**src/rtl/bia_pkg.sv**
```systemverilog
// Shared types, codes and sizes for the bitmap id allocator.
package bia_pkg;

  localparam int MAX_WORDS   = 4;
  localparam int WORD_W      = 64;
  localparam int BIT_IDX_W   = 6;
  localparam int WORD_IDX_W  = 2;
  localparam int ID_W        = WORD_IDX_W + BIT_IDX_W;
  localparam int CNT_W       = 3;
  localparam int ACT_W       = 2;
  localparam int STAT_W      = 2;

  localparam logic [CNT_W-1:0] WORDS_RESET = CNT_W'(MAX_WORDS);

  localparam logic [ACT_W-1:0] ACT_ALLOC = 2'd0;
  localparam logic [ACT_W-1:0] ACT_FREE  = 2'd1;
  localparam logic [ACT_W-1:0] ACT_CLEAR = 2'd2;

  localparam logic [STAT_W-1:0] STAT_DONE  = 2'd0;
  localparam logic [STAT_W-1:0] STAT_FULL  = 2'd1;
  localparam logic [STAT_W-1:0] STAT_RANGE = 2'd2;

  typedef enum logic {
    S_IDLE,
    S_EXEC
  } state_t;

  typedef struct packed {
    logic capture;   // take the request, issue the bitmap read
    logic exec;      // update the bitmap, load the result register
  } ctrl_cmd_t;

  typedef struct packed {
    logic out_blocked;  // result register full and not drained this cycle
  } dp_status_t;

endpackage

```
**src/rtl/bia_if.sv**
```systemverilog
// Request and response channel interfaces.
interface bia_in_if;
  import bia_pkg::*;
  logic                 valid;
  logic                 ready;
  logic [ACT_W-1:0]     action;
  logic [ID_W-1:0]      slot_id;

  modport source (output valid, output action, output slot_id, input ready);
  modport sink   (input valid, input action, input slot_id, output ready);
endinterface

interface bia_out_if;
  import bia_pkg::*;
  logic                 valid;
  logic                 ready;
  logic [STAT_W-1:0]    status;
  logic [ID_W-1:0]      granted_id;

  modport source (output valid, output status, output granted_id, input ready);
  modport sink   (input valid, input status, input granted_id, output ready);
endinterface

```
**src/rtl/bia_ram.sv**
```systemverilog
// Generic single-write, single-read RAM with registered read data.
module bia_ram #(
  parameter int WIDTH = 64,
  parameter int DEPTH = 4
) (
  input  logic                     clk,
  input  logic                     we,
  input  logic [$clog2(DEPTH)-1:0] waddr,
  input  logic [WIDTH-1:0]         wdata,
  input  logic                     re,
  input  logic [$clog2(DEPTH)-1:0] raddr,
  output logic [WIDTH-1:0]         rdata
);

  logic [WIDTH-1:0] mem [DEPTH];

  always_ff @(posedge clk) begin
    if (we) begin
      mem[waddr] <= wdata;
    end
    if (re) begin
      rdata <= mem[raddr];
    end
  end

endmodule

```
**src/rtl/bia_ctrl.sv**
```systemverilog
// Request sequencer: accept, then execute, one request at a time.
module bia_ctrl (
  input  logic                clk,
  input  logic                rst,
  input  logic                in_valid,
  output logic                in_ready,
  input  bia_pkg::dp_status_t dp_status,
  output bia_pkg::ctrl_cmd_t  cmd
);
  import bia_pkg::*;

  state_t state;
  state_t state_next;

  always_ff @(posedge clk) begin
    if (rst) begin
      state <= S_IDLE;
    end else begin
      state <= state_next;
    end
  end

  always_comb begin
    state_next  = state;
    in_ready    = 1'b0;
    cmd.capture = 1'b0;
    cmd.exec    = 1'b0;
    unique case (state)
      S_IDLE: begin
        in_ready = !dp_status.out_blocked;
        if (in_valid && !dp_status.out_blocked) begin
          cmd.capture = 1'b1;
          state_next  = S_EXEC;
        end
      end
      S_EXEC: begin
        cmd.exec   = 1'b1;
        state_next = S_IDLE;
      end
      default: state_next = S_IDLE;
    endcase
  end

endmodule

```
**src/rtl/bia_dp.sv**
```systemverilog
// Bitmap store, word search, bit update and result register.
module bia_dp (
  input  logic                      clk,
  input  logic                      rst,
  input  logic                      cfg_wr_en,
  input  logic [bia_pkg::CNT_W-1:0] cfg_wr_data,
  input  logic [bia_pkg::ACT_W-1:0] in_action,
  input  logic [bia_pkg::ID_W-1:0]  in_slot_id,
  input  bia_pkg::ctrl_cmd_t        cmd,
  output bia_pkg::dp_status_t       dp_status,
  output logic                      out_valid,
  input  logic                      out_ready,
  output logic [bia_pkg::STAT_W-1:0] out_status,
  output logic [bia_pkg::ID_W-1:0]  out_granted_id
);
  import bia_pkg::*;

  // Lowest clear bit: per-byte priority first, then pick the first non-full byte.
  function automatic logic [BIT_IDX_W-1:0] lowest_clear(input logic [WORD_W-1:0] w);
    logic [2:0] byte_pos [8];
    logic [7:0] byte_has;
    logic [2:0] sel;
    byte_has = '0;
    sel      = '0;
    for (int i = 0; i < 8; i++) begin
      byte_pos[i] = '0;
      for (int j = 7; j >= 0; j--) begin
        if (!w[i*8+j]) begin
          byte_pos[i] = 3'(j);
        end
      end
      byte_has[i] = !(&w[i*8 +: 8]);
    end
    for (int i = 7; i >= 0; i--) begin
      if (byte_has[i]) begin
        sel = 3'(i);
      end
    end
    return {sel, byte_pos[sel]};
  endfunction

  logic [CNT_W-1:0]      words_in_use;
  logic [MAX_WORDS-1:0]  word_valid;
  logic [MAX_WORDS-1:0]  word_full;

  logic [ACT_W-1:0]      act_q;
  logic [ID_W-1:0]       slot_q;
  logic [WORD_IDX_W-1:0] widx_q;
  logic                  found_q;

  logic [CNT_W-1:0]      n_act;
  logic [WORD_IDX_W-1:0] sel_w;
  logic                  any_free;
  logic [WORD_IDX_W-1:0] rd_idx;

  logic [WORD_W-1:0]     rdata;
  logic [WORD_W-1:0]     cur_word;
  logic [WORD_W-1:0]     new_word;
  logic [BIT_IDX_W-1:0]  bit_idx;
  logic                  in_range;
  logic                  ram_we;

  assign n_act = (words_in_use > WORDS_RESET) ? WORDS_RESET : words_in_use;

  // First non-full bitmap word among those in use.
  always_comb begin
    sel_w    = '0;
    any_free = 1'b0;
    for (int w = MAX_WORDS - 1; w >= 0; w--) begin
      if ((CNT_W'(w) < n_act) && !word_full[w]) begin
        sel_w    = WORD_IDX_W'(w);
        any_free = 1'b1;
      end
    end
  end

  assign rd_idx = (in_action == ACT_ALLOC) ? sel_w
                                           : in_slot_id[ID_W-1 -: WORD_IDX_W];

  bia_ram #(
    .WIDTH (WORD_W),
    .DEPTH (MAX_WORDS)
  ) u_ram (
    .clk   (clk),
    .we    (ram_we),
    .waddr (widx_q),
    .wdata (new_word),
    .re    (cmd.capture),
    .raddr (rd_idx),
    .rdata (rdata)
  );

  // A bitmap word never written since reset or clear reads as all free.
  assign cur_word = word_valid[widx_q] ? rdata : '0;
  assign in_range = {1'b0, slot_q} < {n_act, BIT_IDX_W'(0)};

  always_comb begin
    bit_idx  = lowest_clear(cur_word);
    new_word = cur_word;
    ram_we   = 1'b0;
    if (cmd.exec) begin
      if (act_q == ACT_ALLOC && found_q) begin
        new_word = cur_word | (WORD_W'(1) << bit_idx);
        ram_we   = 1'b1;
      end else if (act_q == ACT_FREE && in_range) begin
        new_word = cur_word & ~(WORD_W'(1) << slot_q[BIT_IDX_W-1:0]);
        ram_we   = 1'b1;
      end
    end
  end

  assign dp_status.out_blocked = out_valid && !out_ready;

  always_ff @(posedge clk) begin
    if (rst) begin
      words_in_use <= WORDS_RESET;
      word_valid   <= '0;
      word_full    <= '0;
      out_valid    <= 1'b0;
    end else begin
      if (cfg_wr_en) begin
        words_in_use <= cfg_wr_data;
      end
      if (cmd.exec) begin
        out_valid <= 1'b1;
        if (ram_we) begin
          word_valid[widx_q] <= 1'b1;
          word_full[widx_q]  <= &new_word;
        end else if (act_q == ACT_CLEAR) begin
          word_valid <= '0;
          word_full  <= '0;
        end
      end else if (out_valid && out_ready) begin
        out_valid <= 1'b0;
      end
    end
  end

  always_ff @(posedge clk) begin
    if (cmd.capture) begin
      act_q   <= in_action;
      slot_q  <= in_slot_id;
      widx_q  <= rd_idx;
      found_q <= any_free;
    end
    if (cmd.exec) begin
      if (act_q == ACT_ALLOC && found_q) begin
        out_status     <= STAT_DONE;
        out_granted_id <= {widx_q, bit_idx};
      end else if (act_q == ACT_ALLOC) begin
        out_status     <= STAT_FULL;
        out_granted_id <= '0;
      end else if (act_q == ACT_FREE && !in_range) begin
        out_status     <= STAT_RANGE;
        out_granted_id <= '0;
      end else begin
        out_status     <= STAT_DONE;
        out_granted_id <= '0;
      end
    end
  end

endmodule

```
**src/rtl/bitmap_id_allocator.sv**
```systemverilog
// Top level of the bitmap id allocator: sequencer plus bitmap datapath.
//
//  channel  dir  handshake      payload
//  -------  ---  -------------  -------------------------------------
//  in_ch    in   valid/ready    action[1:0], slot_id[7:0]
//  out_ch   out  valid/ready    status[1:0], granted_id[7:0]
//  cfg      in   cfg_wr_en      cfg_wr_data[2:0] -> words_in_use
//
// For each request, the accept cycle reads one bitmap word from
// the RAM (chosen by the per-word full flags or by the id), the next cycle
// writes the updated word back for an allocation or an in-range free, and
// loads the result register.
// Reset is synchronous; per-word valid flags make every bitmap word read as
// free right after reset or a clear request, with no clearing pass.
// A waiting result does not block acceptance while it is being drained;
// a new request is refused while one executes or the result register stays full.
module bitmap_id_allocator (
  input  logic                      clk,
  input  logic                      rst,
  input  logic                      cfg_wr_en,
  input  logic [bia_pkg::CNT_W-1:0] cfg_wr_data,
  bia_in_if.sink                    in_ch,
  bia_out_if.source                 out_ch
);
  import bia_pkg::*;

  ctrl_cmd_t  cmd;
  dp_status_t dp_status;

  // Sequencer: owns in_ch.ready and the capture/execute strobes.
  bia_ctrl u_ctrl (
    .clk       (clk),
    .rst       (rst),
    .in_valid  (in_ch.valid),
    .in_ready  (in_ch.ready),
    .dp_status (dp_status),
    .cmd       (cmd)
  );

  // Datapath: bitmap RAM, full/valid flags, search and the result register.
  bia_dp u_dp (
    .clk            (clk),
    .rst            (rst),
    .cfg_wr_en      (cfg_wr_en),
    .cfg_wr_data    (cfg_wr_data),
    .in_action      (in_ch.action),
    .in_slot_id     (in_ch.slot_id),
    .cmd            (cmd),
    .dp_status      (dp_status),
    .out_valid      (out_ch.valid),
    .out_ready      (out_ch.ready),
    .out_status     (out_ch.status),
    .out_granted_id (out_ch.granted_id)
  );

`ifndef ASSERT_OFF
  // Every accepted word is executed in the very next cycle.
  a_accept_exec: assert property (@(posedge clk) disable iff (rst)
    (in_ch.valid && in_ch.ready) |=> cmd.exec)
    else $error("accepted request not executed next cycle");

  // Execution always presents a result.
  a_exec_result: assert property (@(posedge clk) disable iff (rst)
    cmd.exec |=> out_ch.valid)
    else $error("execute did not load a result");

  // Capture and execute never overlap.
  a_no_overlap: assert property (@(posedge clk) disable iff (rst)
    !(cmd.capture && cmd.exec))
    else $error("capture during execute");

  // Acceptance only when the result register will be free for the result.
  a_room_for_result: assert property (@(posedge clk) disable iff (rst)
    in_ch.ready |-> (!out_ch.valid || out_ch.ready))
    else $error("ready while result register stays full");
`endif

endmodule
```
**src/flat_wrapper.sv**
```systemverilog
// flat-port wrapper written by rule: the top's interface ports become plain ports
module bitmap_id_allocator_flat import bia_pkg::*;
  (clk, rst, cfg_wr_en, cfg_wr_data, in_ch_valid, in_ch_action, in_ch_slot_id, in_ch_ready, out_ch_valid, out_ch_status, out_ch_granted_id, out_ch_ready);
  bia_in_if in_ch_i ();
  bia_out_if out_ch_i ();
  input  logic clk;
  input  logic rst;
  input  logic cfg_wr_en;
  input  logic [bia_pkg::CNT_W-1:0] cfg_wr_data;
  input wire logic [$bits(in_ch_i.valid)-1:0] in_ch_valid;
  input wire logic [$bits(in_ch_i.action)-1:0] in_ch_action;
  input wire logic [$bits(in_ch_i.slot_id)-1:0] in_ch_slot_id;
  output wire logic [$bits(in_ch_i.ready)-1:0] in_ch_ready;
  output wire logic [$bits(out_ch_i.valid)-1:0] out_ch_valid;
  output wire logic [$bits(out_ch_i.status)-1:0] out_ch_status;
  output wire logic [$bits(out_ch_i.granted_id)-1:0] out_ch_granted_id;
  input wire logic [$bits(out_ch_i.ready)-1:0] out_ch_ready;
  assign in_ch_i.valid = in_ch_valid;
  assign in_ch_i.action = in_ch_action;
  assign in_ch_i.slot_id = in_ch_slot_id;
  assign in_ch_ready = in_ch_i.ready;
  assign out_ch_valid = out_ch_i.valid;
  assign out_ch_status = out_ch_i.status;
  assign out_ch_granted_id = out_ch_i.granted_id;
  assign out_ch_i.ready = out_ch_ready;
  bitmap_id_allocator u_core (.clk(clk), .rst(rst), .cfg_wr_en(cfg_wr_en), .cfg_wr_data(cfg_wr_data), .in_ch(in_ch_i), .out_ch(out_ch_i));
endmodule
```
**config.mk**
```make
export PLATFORM = sky130hd
export DESIGN_NAME = bitmap_id_allocator_flat
export DESIGN_NICKNAME = d
export VERILOG_FILES = /design/src/rtl/bia_pkg.sv /design/src/rtl/bia_if.sv /design/src/rtl/bia_ram.sv /design/src/rtl/bia_ctrl.sv /design/src/rtl/bia_dp.sv /design/src/rtl/bitmap_id_allocator.sv /design/src/flat_wrapper.sv
export SDC_FILE = /design/constraint.sdc
export NUM_CORES = 1
export LEC_CHECK = 0
export BUFFER_PORTS_ARGS = -buffer_cell sky130_fd_sc_hd__buf_2
export CAP_MARGIN = 10
export CORE_UTILIZATION = 46
export DETAILED_ROUTE_END_ITERATION = 6
export SLEW_MARGIN = 20
export SYNTH_ARGS = -nofsm -noshare
export SYNTH_HDL_FRONTEND = slang
export SYNTH_HIERARCHICAL = 1
export SYNTH_SLANG_ARGS = --single-unit
```
**constraint.sdc**
```tcl
create_clock -name clk -period 17.14 [get_ports clk]
set_input_delay 0.857 -clock clk [delete_from_list [all_inputs] [get_ports clk]]
set_output_delay 0.857 -clock clk [all_outputs]
set_load 0.005 [all_outputs]
```
==> impl_metrics.ini <==
[hold_path]
hold_path.startpoint = u_core/u_dp/word_valid[2]$_SDFFE_PP0P_
hold_end = u_core/u_dp/word_valid[2]$_SDFFE_PP0P_
min_path_type = reg -> reg
hold_depth = 1

[power_and_ir_drop]
p_leak_nw = 5.47
powerDensity_mw_per_mm2 = 106
irDropWorstVdd_mv = 0.0904

[clock_tree]
cts_hold_buf = 0
clock_latency_ns = 0.56
ctsLongestPathBuffers = 3
cts_root_buffer = clkbuf_16
clock_sinks = 356
cts_tree = yes
post_cts_buffers = 0
cts.clk_slew.worst_paths_ns = 0.06
cts_resized = 0
cts_made_buffers = 39
htreeDepth = 2

[yosys]
synth.top_cells.by_area = edfxtp_1, mux4_2, o211ai_1, o21ai_0, dfxtp_1
yosysSeqAreaShare = 0.663
synth_cell_types = 88
syn-num-nets = 1070
ys_ff_latch = 356
synth_top_area_cell = edfxtp_1
synth_warnings = 6
avgSynthCellArea_um2 = 15.2
synthTopCellsByCount = edfxtp_1, o21ai_0, mux4_2, nand2_1, o211ai_1
synth_edf_count = 343
synthMostInstantiatedCell = edfxtp_1
synth_ff_type = edfxtp_1
synth-async-reset-ratio = 0
synth_top_area_frac = 0.647
synth_area_mm2 = 0.0159
postSynthCellCount = 1051

[drt]
vias_per_cell = 6.44
initialDrtViolationCount = 1036
routed_wl_mm = 45.1
post-route-drc-count = 0
postRouteAntennaNets = 0
first_pass_iters = 7
wl_per_cell_um = 28.7
vias = 10100

[placed_design]
pre_cts_slack_ns = 11.39
gp_congestion = 1.02
dp_hpwl_mm = 31.2
portBuffers = 29

[sta]
slew_headroom = 0.324
setup_viol = 0
period_minus_slack_ns = 5.95
final.period_utilization = 0.347
rsz0062_at_grt = no
slew_viol_final = 0
tightest_slew_ns = 1.00
fmax_mhz = 168
worst_slack_ns = 11.19
clock_skew_ns = 0.0256
hold_viol_final = 0
tns_ns = 0

[grt]
antenna_found_initial = 0
grt_max_degree = 46
grt_pass1_wl_mm = 66.6
grtUsageTotal = 0.259
grt_pass1_vias = 9991
grt-ovfl-total = 0

[setup_path]
crit_path_end_kind = register
worst_path_max_delay_cell = mux4_2
cp.arrival_ns = 6.39
critPathKind = reg -> reg
critPathMostFrequentCell = o211ai_2
reg2regPathDepth = 13
cp_cell_sequence = mux4_2 -> buf_4 -> nand4_2 -> o211ai_2 -> a21o_1 -> o211ai_2 -> a21oi_2 -> nand3_2 -> o21ai_0 -> o2111ai_1 -> nor4_1 -> nand4_1 -> o41ai_1
cp-start-kind = register
worstReg2RegStart = u_core/u_dp/widx_q[0]$_DFFE_PP_
cpLargestDelayFamily = compound AO/OA/AOI/OAI gates
r2r_setup_slack_ns = 11.19
worst-path-max-fanout = 44
path_buf_inv = 1
critPathMaxStageDelay_ns = 0.99
required_ns = 17.58
r2r_end = u_core/u_dp/word_full[0]$_SDFFE_PP0P_

[cells_and_area]
nets = 1114
fill_cells = 2806
drive_gt1_frac = 0.195
n_antenna_cell = 0
syn2layout_area_growth_pct = 11.4

[floorplan]
die_h_um = 188
dieArea_mm2 = 0.0354
placementRows = 67
initial_core_util = 0.472
die_w_um = 188
ios = 30
design.core.area_mm2 = 0.0338

[flow_run]
drv_cap = 0

[status]
status = completed
-- placed cells by master, fill, tap and decap left out, types with 4 or more instances in the layout --
cell | netlist | layout
buf_4 | 2 | 22
clkinvlp_4 | 0 | 5
nor3_1 | 22 | 22
clkbuf_16 | 0 | 40
edfxtp_1 | 343 | 343
and4_1 | 10 | 10
o31ai_1 | 9 | 9
or3_1 | 7 | 7
and3_1 | 9 | 8
a21boi_0 | 4 | 4
o21a_1 | 8 | 8
nor2_1 | 50 | 50
inv_1 | 21 | 21
nand4_1 | 23 | 23
nand2_1 | 61 | 61
nor2b_1 | 12 | 12
nand3_1 | 33 | 33
mux2i_1 | 5 | 5
o211ai_1 | 57 | 57
o22ai_1 | 6 | 6
nand2b_1 | 16 | 16
dfxtp_1 | 13 | 13
and2_1 | 10 | 10
o21bai_1 | 4 | 4
clkbuf_1 | 18 | 5
a21oi_1 | 24 | 24
buf_2 | 13 | 29
mux4_1 | 4 | 4
clkinv_2 | 0 | 8
a31oi_1 | 6 | 6
a21o_1 | 5 | 5
or2_2 | 11 | 11
o21ai_0 | 74 | 74
nor4_1 | 14 | 14
mux4_2 | 61 | 61
or4_1 | 6 | 6
-- flip-flops by register name, indices dropped and copies added (netlist names) --
signal and flops:
u_core/u_dp/u_ram/mem 256, u_core/u_dp/u_ram/rdata 64, u_core/u_dp/out_granted_id 8, u_core/u_dp/slot_q 8, u_core/u_dp/word_full 4, u_core/u_dp/word_valid 4
u_core/u_dp/words_in_use 3, u_core/u_dp/act_q 2, u_core/u_dp/out_status 2, u_core/u_dp/widx_q 2, u_core/u_ctrl/state 1, u_core/u_dp/found_q 1
u_core/u_dp/out_valid 1
-- where the power goes --
part           switching (mW)  internal, mW  leakage [nW]
Combinational          0.0509        0.0320          1.65
Clock                   0.336         0.470         0.602
Sequential             0.0225         0.973          3.21
-- worst max path at each step --
| stage | from | slack, ns | cells past startpoint | endpoint |
|---|---|---|---|---|
| after floorplan | u_core/u_dp/words_in_use[2]$_SDFFE_PP1P_ | 10.33 | 9 | u_core/u_dp/u_ram/mem[0][0]$_DFFE_PP_ |
| after global routing | u_core/u_dp/widx_q[0]$_DFFE_PP_ | 10.77 | 13 | u_core/u_dp/word_full[0]$_SDFFE_PP0P_ |
| after detailed placement | u_core/u_dp/widx_q[0]$_DFFE_PP_ | 11.39 | 13 | u_core/u_dp/word_full[0]$_SDFFE_PP0P_ |
| after CTS | u_core/u_dp/widx_q[0]$_DFFE_PP_ | 11.36 | 14 | u_core/u_dp/word_full[0]$_SDFFE_PP0P_ |
| final | u_core/u_dp/widx_q[0]$_DFFE_PP_ | 11.19 | 13 | u_core/u_dp/word_full[0]$_SDFFE_PP0P_ |
| after global placement | u_core/u_dp/widx_q[0]$_DFFE_PP_ | 11.48 | 13 | u_core/u_dp/word_full[0]$_SDFFE_PP0P_ |
-- layer usage --
metal,up-vias,GRT usage,wire [um]
li1,4384,-,-
met1,5148,0.372,19600
met2,501,0.394,20700
met3,98,0.0520,3500
met4,0,0.0876,1310
met5,-,0,0
-- cell type report --
cell class / instances / area (um^2) / share of cell area
flip-flops and latches: 356 / 10600 / 0.595
inverters: 21 / 78.8 / 0.00444
clock inverters: 23 / 200 / 0.0113
well taps: 448 / 561 / 0.0316
multi-input cells: 626 / 5000 / 0.281
repair buffers: 51 / 310 / 0.0175
clock buffers: 47 / 1050 / 0.0590
-- stage by stage --
stage          cells  total power [mW]  hold WS, ns  utilization  cell area [um^2]
6_report        1572              1.88        0.459        0.525             17800
5_1_grt         1572              1.94        0.464        0.525             17800
4_1_cts         1572              1.90        0.461        0.525             17800
3_5_place_dp    1502              1.10        0.448        0.489             16500
3_3_place_gp    1502              1.09        0.447        0.489             16500
2_1_floorplan   1051              1.06        0.435            -             15900
-- cell families (layout without fill, tap and decap cells) --
logic type                 after synthesis  in the layout  synth area share
adders and majority gates                1              1          0.000785
DFF                                    356            356             0.663
muxes                                   72             72            0.0974
AOI/OAI and AO/OA                      248            248             0.109
and+or+nand+nor                        305            305             0.104
buffers and inverters                   69            142            0.0258
(Power assumes the default switching activity.)
